==> src/rtl/core/swm_pkg.sv <==
// Shared types and constants of the sliding window median filter.
`default_nettype none

package swm_pkg;

    localparam int SAMPLE_W = 32;
    localparam int RESULT_W = 33;
    localparam int CFG_W    = 7;

    // Flags that one cell hands to its neighbors.
    typedef struct packed {
        logic valid;  // cell holds a live sample
        logic gt;     // cell value is above the incoming sample, or the cell is empty
        logic dpre;   // the departing sample sits in this cell or below it
    } cell_flags_t;

endpackage

`default_nettype wire

==> src/rtl/core/swm_cell.sv <==
// One cell of the sorted chain: holds one sample and its age.
`default_nettype none

module swm_cell #(
    parameter int AGE_W = 6,
    parameter int IDX   = 0
) (
    input  wire                                 clk,
    input  wire                                 rst_n,
    input  wire                                 step,
    input  wire                                 clear,
    input  wire                                 full,
    input  wire         [AGE_W-1:0]             last_age,
    input  wire         [AGE_W-1:0]             lo_idx,
    input  wire         [AGE_W-1:0]             hi_idx,
    input  wire signed  [swm_pkg::SAMPLE_W-1:0] sample,
    input  wire swm_pkg::cell_flags_t           prev_flags,
    input  wire signed  [swm_pkg::SAMPLE_W-1:0] prev_value,
    input  wire         [AGE_W-1:0]             prev_age,
    input  wire swm_pkg::cell_flags_t           next_flags,
    input  wire signed  [swm_pkg::SAMPLE_W-1:0] next_value,
    input  wire         [AGE_W-1:0]             next_age,
    output swm_pkg::cell_flags_t                flags,
    output logic signed [swm_pkg::SAMPLE_W-1:0] value,
    output logic        [AGE_W-1:0]             age,
    output logic signed [swm_pkg::SAMPLE_W-1:0] lo_tap,
    output logic signed [swm_pkg::SAMPLE_W-1:0] hi_tap
);

    logic signed [swm_pkg::SAMPLE_W-1:0] value_reg, value_next;
    logic        [AGE_W-1:0]             age_reg, age_next;
    logic                                valid_reg, valid_next;

    logic                                gt_own, del_own, d_own;
    logic signed [swm_pkg::SAMPLE_W-1:0] u_here_value, u_below_value;
    logic        [AGE_W-1:0]             u_here_age, u_below_age;
    logic                                u_here_valid, u_below_valid;
    logic                                u_here_gt, u_below_gt;

    always_comb
    begin
        gt_own  = !valid_reg || (value_reg > sample);
        del_own = full && valid_reg && (age_reg == last_age);
        d_own   = prev_flags.dpre || del_own;

        // The chain with the departing sample taken out, seen at this cell.
        u_here_value = d_own ? next_value       : value_reg;
        u_here_age   = d_own ? next_age         : age_reg;
        u_here_valid = d_own ? next_flags.valid : valid_reg;
        u_here_gt    = d_own ? next_flags.gt    : gt_own;

        // The same chain seen at the cell below.
        u_below_value = prev_flags.dpre ? value_reg : prev_value;
        u_below_age   = prev_flags.dpre ? age_reg   : prev_age;
        u_below_valid = prev_flags.dpre ? valid_reg : prev_flags.valid;
        u_below_gt    = prev_flags.dpre ? gt_own    : prev_flags.gt;

        // Larger values shift up by one to make room for the new sample.
        if (u_below_gt)
        begin
            value_next = u_below_value;
            age_next   = u_below_age + 1'b1;
            valid_next = u_below_valid;
        end
        else if (u_here_gt)
        begin
            value_next = sample;
            age_next   = '0;
            valid_next = 1'b1;
        end
        else
        begin
            value_next = u_here_value;
            age_next   = u_here_age + 1'b1;
            valid_next = u_here_valid;
        end

        flags.valid = valid_reg;
        flags.gt    = gt_own;
        flags.dpre  = d_own;
        value       = value_reg;
        age         = age_reg;
        lo_tap      = (lo_idx == AGE_W'(IDX)) ? value_reg : '0;
        hi_tap      = (hi_idx == AGE_W'(IDX)) ? value_reg : '0;
    end

    always_ff @(posedge clk or negedge rst_n)
    begin
        if (!rst_n)
        begin
            valid_reg <= 1'b0;
        end
        else if (clear)
        begin
            valid_reg <= 1'b0;
        end
        else if (step)
        begin
            valid_reg <= valid_next;
        end
    end

    always_ff @(posedge clk)
    begin
        if (step)
        begin
            value_reg <= value_next;
            age_reg   <= age_next;
        end
    end

endmodule

`default_nettype wire

==> config.mk <==
export PLATFORM = sky130hd
export DESIGN_NAME = swm_cell
export DESIGN_NICKNAME = d
export VERILOG_FILES = /design/src/rtl/core/swm_pkg.sv /design/src/rtl/core/swm_cell.sv
export SDC_FILE = /design/constraint.sdc
export NUM_CORES = 1
export LEC_CHECK = 0
export BUFFER_PORTS_ARGS = -buffer_cell sky130_fd_sc_hd__buf_2
export CORE_AREA = 5 5 99 101
export CTS_BUF_LIST = sky130_fd_sc_hd__clkbuf_4 sky130_fd_sc_hd__clkbuf_8 sky130_fd_sc_hd__clkbuf_16
export CTS_CLUSTER_SIZE = 16
export DETAILED_ROUTE_END_ITERATION = 10
export DIE_AREA = 0 0 104 106
export PLACE_DENSITY = 0.93
export RECOVER_POWER = 50
export REMOVE_ABC_BUFFERS = 1
export SETUP_SLACK_MARGIN = 0.2
export SYNTH_ARGS = -nofsm -noshare
export SYNTH_HDL_FRONTEND = slang
export SYNTH_SLANG_ARGS = --single-unit
==> constraint.sdc <==
create_clock -name clk -period 7.1 [get_ports clk]
set_input_delay 0.71 -clock clk [delete_from_list [all_inputs] [get_ports clk]]
set_output_delay 0.71 -clock clk [all_outputs]
set_load 0.03 [all_outputs]
==> flow_metrics.env, run 1 <==
export IMPL_tns_ns=0
export IMPL_path_class="input port to flip-flop"
export IMPL_cts_buffers=5
export IMPL_grt_max_degree=39
export IMPL_tightest_slew_ns=2.51
export IMPL_path_delay_family="compound AO/OA/AOI/OAI gates"
export IMPL_synth_top_area_share_pct=29.9
export IMPL_period_needed_ns=4.81
export IMPL_grt_pass1_vias=4111
export IMPL_path_cells="buf_2 -> xor2_1 -> nor4_2 -> a41oi_2 -> inv_1 -> o21ai_1 -> a31oi_4 -> nand2_1 -> o22ai_1"
export IMPL_ant_nets=0
export IMPL_critPathMaxFanout=34
export IMPL_firstDrtPassIters=5
export IMPL_path_buf_inv=2
export IMPL_ioPinCount=242
export IMPL_core_mm2=0.00893
export IMPL_place_congestion=0.900
export IMPL_synth_yosys_seq_area_share_pct=30.5
export IMPL_ys_ff_latch=39
export IMPL_synth_warnings=0
export IMPL_syn_to_final_growth_pct=32.2
export IMPL_maxSlewViolCount=69
export IMPL_cts_sinks=39
export IMPL_cts_buffer_depth=2
export IMPL_place_ws_ns=2.92
export IMPL_final_common_cell="buf_2"
export IMPL_outcome="finished with violations"
export IMPL_syn_inst=462
export IMPL_rsz0062_at_grt="no"
export IMPL_p_per_area_mw_per_mm2=163
export IMPL_hold_buffers=0
export IMPL_cts_tree="done"
export IMPL_route_detailed_drc=0
export IMPL_synth_cell_types=51
export IMPL_setup_violations=0
export IMPL_max_stage_delay_ns=1.96
export IMPL_fin_crit_sh_pct=67.8
export IMPL_hpwl_mm=10.3
export IMPL_layout_common_cells="buf_2, nand2_1, clkbuf_1"
export IMPL_syn_avg_cell_area_um2=8.27
export IMPL_vias=4260
export IMPL_clk_latency_ns=0.29
export IMPL_worstPathArrival_ns=4.84
export IMPL_worst_slack_ns=2.29
export IMPL_cts_clk_slew_worst_paths_ns=0.08
export IMPL_largest_register_ffs=32
export IMPL_slew_headroom_pct=-68.2
export IMPL_violations="max-capacitance violations, max-slew violations"
export IMPL_grtUsageTotal_pct=22.1
export IMPL_syn_area_mm2=0.00382
export IMPL_vdd_ir_drop_worst_mv=0.0764
export IMPL_vias_per_cell=5.34
export IMPL_die_area_mm2=0.0110
export IMPL_cap_violations=3
export IMPL_critPathSlowestCell="o21ai_1"
export IMPL_die_y_um=106
export IMPL_antenna_found_initial=0
export IMPL_root_buffer="clkbuf_8"
export IMPL_overflow=0
export IMPL_critPathCaptureType="flip-flop"
export IMPL_cts_resized=0
export IMPL_insertedDiodeCount=0
export IMPL_hold_path_class="input port to async pin"
export IMPL_wire_per_inst_um=16.4
export IMPL_fin_skew_ns=0.00288
export IMPL_drt_iter0_drc=218
export IMPL_finalHoldViolCount=0
export IMPL_cts_setup_buffers=0
export IMPL_critPathLaunchType="input port"
export IMPL_fmax_mhz=208
export IMPL_p_leak_nw=2.44
export IMPL_synth_area_leaders="edfxtp_1, ha_1, and2_1"
export IMPL_finalWirelength_mm=13.1
export IMPL_rows=35
export IMPL_nNetsFinal=857
export IMPL_drive_gt1_share_pct=32.0
export IMPL_port_buffers=240
export IMPL_h_tree_depth=2
export IMPL_start_util_pct=42.8
export IMPL_grt_pass1_wl_mm=20.1
export IMPL_cp_required_ns=7.13
export IMPL_die_width_um=104
export IMPL_synth_top_cell_by_area="edfxtp_1"
path summary, 6_finish.rpt:
path	from	to	slack, ns	depth (start not counted)
hold / removal	rst_n	valid_reg$_DFFE_PN0P_	0.17	1
hold reg to reg	valid_reg$_DFFE_PN0P_	valid_reg$_DFFE_PN0P_	0.69	1
min in group clk	valid_reg$_DFFE_PN0P_	valid_reg$_DFFE_PN0P_	0.69	1
setup reg to reg	age[1]$_DFFE_PP_	age[3]$_DFFE_PP_	2.31	8
max in group asynchronous	rst_n	valid_reg$_DFFE_PN0P_	6.84	1
setup / recovery	last_age[2]	age[3]$_DFFE_PP_	2.29	9
area by class of cell:
| cell class | instances | area [µm²] |
|---|---|---|
| Tap cell | 111 | 139 |
| Inverter | 38 | 143 |
| Clock buffer | 5 | 68.8 |
| Clock inverter | 3 | 15.0 |
| Multi-Input combinational cell | 358 | 2350 |
| Sequential cell | 39 | 1170 |
| Timing Repair Buffer | 244 | 1160 |
| Fill cell | 864 | 3880 |
where the power goes:
group          internal, mW  leakage (nW)  switching, mW
sequential            0.293         0.372         0.0303
combinational         0.125          2.02          0.227
clock                0.0674        0.0477         0.0826
total                 0.485          2.44          0.340
stage by stage:
step / area [µm²] / util, % / power [mW] / std cells / hold WS, ns
after floorplan: 3660 / - / 0.554 / 435 / 0.414
after global placement: 5050 / 56.6 / 0.677 / 790 / 0.484
after global routing: 5050 / 56.5 / 0.880 / 798 / 0.164
after CTS: 5140 / 57.5 / 0.838 / 798 / 0.163
after detailed placement: 5050 / 56.6 / 0.688 / 790 / 0.486
final: 5050 / 56.5 / 0.825 / 798 / 0.173
cells in the mapped netlist (all sizes together):
cell and instances:
nand2b 1, a31o 1, a21oi 16, a2bb2oi 1, or4 2, nand3 9, nor3 6, edfxtp 38
nor2b 2, o2111ai 1, nand4 5, a211oi 2, inv 38, o21ai 42, buf 18, a41oi 1
o31ai 1, o311a 1, a211o 1, nor4 4, o22ai 6, a21o 2, nand2 53, mux2i 6
xnor2 7, xor2 7, or3 1, and4b 1, nor2 38, o21a 4, a31oi 34, mux2 5
dfrtp 1, a32o 1, clkbuf 9, and2 62, ha 34, a32oi 1
kinds of logic (layout without fill, tap and decap cells):
group                      Yosys count  in the layout  synth area share, %
DFF                                 39             39                 30.5
buffers and inverters               65            290                 7.80
and+or+nand+nor                    184            184                 25.3
muxes                               11             11                 3.05
AOI/OAI and AO/OA                  115            115                 19.0
adders and majority gates           34             34                 11.1
xor gates and xnor gates            14             14                 3.21
layer usage:
layer,vias up,routed length [µm],track usage (%),part of all wire [%]
met3,15,994,4.98,7.6
li1,2068,-,-,-
met5,-,0,0,0
met2,177,6830,41.9,52
met1,2000,5050,24.5,39
met4,0,204,6.48,1.6
Power figures use the tool's default switching activity.
==> inputs of run 2 (changes only) <==
--- a/config.mk
+++ b/config.mk
@@ -6,12 +6,12 @@
 export NUM_CORES = 1
 export LEC_CHECK = 0
 export BUFFER_PORTS_ARGS = -buffer_cell sky130_fd_sc_hd__buf_2
-export CORE_AREA = 5 5 99 101
+export CORE_AREA = 5 5 104 106
 export CTS_BUF_LIST = sky130_fd_sc_hd__clkbuf_4 sky130_fd_sc_hd__clkbuf_8 sky130_fd_sc_hd__clkbuf_16
 export CTS_CLUSTER_SIZE = 16
 export DETAILED_ROUTE_END_ITERATION = 10
-export DIE_AREA = 0 0 104 106
-export PLACE_DENSITY = 0.93
+export DIE_AREA = 0 0 109 111
+export PLACE_DENSITY = 0.89
 export RECOVER_POWER = 50
 export REMOVE_ABC_BUFFERS = 1
 export SETUP_SLACK_MARGIN = 0.2
==> constraint.sdc (replaced) <==
create_clock -name clk -period 4.1 [get_ports clk]
set_input_delay 0.41 -clock clk [delete_from_list [all_inputs] [get_ports clk]]
set_output_delay 0.41 -clock clk [all_outputs]
set_load 0.03 [all_outputs]
==> run 2 against run 1 <==
Against the previous run: the flow finishes with violations (max-capacitance violations); cell area up 2.3%; clock skew up 0.0014 ns; register-to-register slack worse by 1.6 ns; worst setup slack worse by 1.7 ns; sequential cell count unchanged; routed wire length down 0.50%; worst hold slack better by 0.27 ns; global-route usage down 1.3 points; critical path depth down 3; sequential power up 73%; first-iteration DRC count down 8.3%.
==> flow_metrics.env, run 2 (same netlist as run 1, synthesis figures left out) <==
export IMPL_outcome="finished with violations"
export IMPL_violations="max-capacitance violations"
export IMPL_antenna_found_initial=0
export IMPL_critPathLaunchType="input port"
export IMPL_die_area_mm2=0.0121
export IMPL_place_ws_ns=0.811
export IMPL_cts_clk_slew_worst_paths_ns=0.08
export IMPL_hpwl_mm=10.5
export IMPL_largest_register_ffs=32
export IMPL_vdd_ir_drop_worst_mv=0.174
export IMPL_cts_buffers=5
export IMPL_drive_gt1_share_pct=33.1
export IMPL_path_class="input port to output port"
export IMPL_fmax_mhz=281
export IMPL_met2_usage_pct=39.0
export IMPL_setup_violations=0
export IMPL_die_width_um=109
export IMPL_tightest_slew_ns=1.49
export IMPL_critPathSlowestCell="nor3_1"
export IMPL_utilization_pct=53.3
export IMPL_firstDrtPassIters=4
export IMPL_insertedDiodeCount=0
export IMPL_clk_latency_ns=0.29
export IMPL_maxSlewViolCount=0
export IMPL_cts_tree="done"
export IMPL_period_needed_ns=3.56
export IMPL_ant_nets=0
export IMPL_h_tree_depth=2
export IMPL_nNetsFinal=864
export IMPL_critPathCaptureType="output port"
export IMPL_grt_pass1_vias=4219
export IMPL_finalWirelength_mm=13.0
export IMPL_busiest_layer="met2"
export IMPL_layout_common_cells="buf_2, nand2_1, clkbuf_1"
export IMPL_final_common_cell="buf_2"
export IMPL_ioPinCount=242
export IMPL_gr_usage_met1_pct=23.2
export IMPL_rows=36
export IMPL_p_leak_nw=2.51
export IMPL_rsz0062_at_grt="no"
export IMPL_cts_sinks=39
export IMPL_cap_violations=1
export IMPL_met3_usage_pct=4.66
export IMPL_route_detailed_drc=0
export IMPL_vias=4221
export IMPL_fin_skew_ns=0.00423
export IMPL_crit_top_cell="buf_2"
export IMPL_p_per_area_mw_per_mm2=281
export IMPL_worst_slack_ns=0.541
export IMPL_vias_per_cell=5.10
export IMPL_grt_max_degree=33
export IMPL_slew_headroom_pct=0.167
export IMPL_max_stage_delay_ns=1.09
export IMPL_drt_iter0_drc=200
export IMPL_worstPathArrival_ns=3.15
export IMPL_fillers=935
export IMPL_place_congestion=0.900
export IMPL_fin_crit_sh_pct=86.8
export IMPL_syn_to_final_growth_pct=35.2
export IMPL_hold_path_class="input port to async pin"
export IMPL_multi_input_comb_area_mm2=0.00235
export IMPL_cts_buffer_depth=2
export IMPL_finalHoldViolCount=0
export IMPL_wire_per_inst_um=15.7
export IMPL_path_cells="buf_2 -> or4_1 -> nor3_1 -> clkbuf_1 -> and2_1 -> buf_2"
export IMPL_core_mm2=0.00968
export IMPL_die_y_um=111
export IMPL_root_buffer="clkbuf_8"
export IMPL_start_util_pct=39.4
export IMPL_grtUsageTotal_pct=20.8
export IMPL_port_buffers=240
export IMPL_critPathMaxFanout=16
export IMPL_cts_resized=0
export IMPL_cp_required_ns=3.69
export IMPL_overflow=0
export IMPL_register_area_mm2=0.00117
export IMPL_grt_pass1_wl_mm=20.5
export IMPL_tns_ns=0
export IMPL_total_power_mw=1.45
## run 2: cell count changes in the layout (fill, tap and decap cells not counted), moves of 2 or more
cell / change
clkbuf_1: -6
buf_12: +2
clkinv_2: -3
clkinv_1: +2
buf_2: +5
buf_4: +5
## run 2: final cells by class
class                           count  area share, %
Inverter                           38           2.76
Timing Repair Buffer              251           24.3
Clock inverter                      2          0.145
Sequential cell                    39           22.6
Tap cell                          133           3.22
Clock buffer                        6           1.48
Multi-Input combinational cell    358           45.5
## run 2: per-layer routing
metal | wire (µm) | share of wire, %
met1 | 4950 | 38
met2 | 6640 | 51
met3 | 1230 | 9.5
met4 | 193 | 1.5
met5 | 0 | 0
## run 2: worst paths after layout
kind	cells after the start	startpoint	end	slack (ns)
worst max register to register	9	value[31]$_DFFE_PP_	value[25]$_DFFE_PP_	0.74
min in group clk	3	clear	valid_reg$_DFFE_PN0P_	0.45
worst min-delay path	2	rst_n	valid_reg$_DFFE_PN0P_	0.44
worst max-delay path	6	lo_idx[3]	lo_tap[22]	0.54
worst min register to register	1	valid_reg$_DFFE_PN0P_	valid_reg$_DFFE_PN0P_	0.69
max in group asynchronous	2	rst_n	valid_reg$_DFFE_PN0P_	3.57
## run 2: worst max-delay path, delay by kind of cell
family	cells	cell delay (ns)
simple gates	3	1.85
buf+inv	3	0.88
## run 2: stage by stage
stage	instances	area, µm²	hold slack [ns]
6_report	827	5160	0.443
3_5_place_dp	818	5140	0.187
4_1_cts	827	5240	0.432
3_3_place_gp	818	5140	0.186
2_1_floorplan	435	3660	0.114
5_1_grt	827	5160	0.444
## run 2: what timing repair did
action	CTS	global route
hold buffers	1	0
buffers inserted	0	0
endpoints found under the hold margin	1	0
## run 2: power breakdown
| part | leakage [nW] | switching, mW | internal (mW) | total [mW] |
|---|---|---|---|---|
| clock | 0.0437 | 0.140 | 0.123 | 0.263 |
| sequential | 0.372 | 0.0515 | 0.506 | 0.558 |
| combinational | 2.09 | 0.396 | 0.234 | 0.629 |
| total | 2.51 | 0.587 | 0.863 | 1.45 |
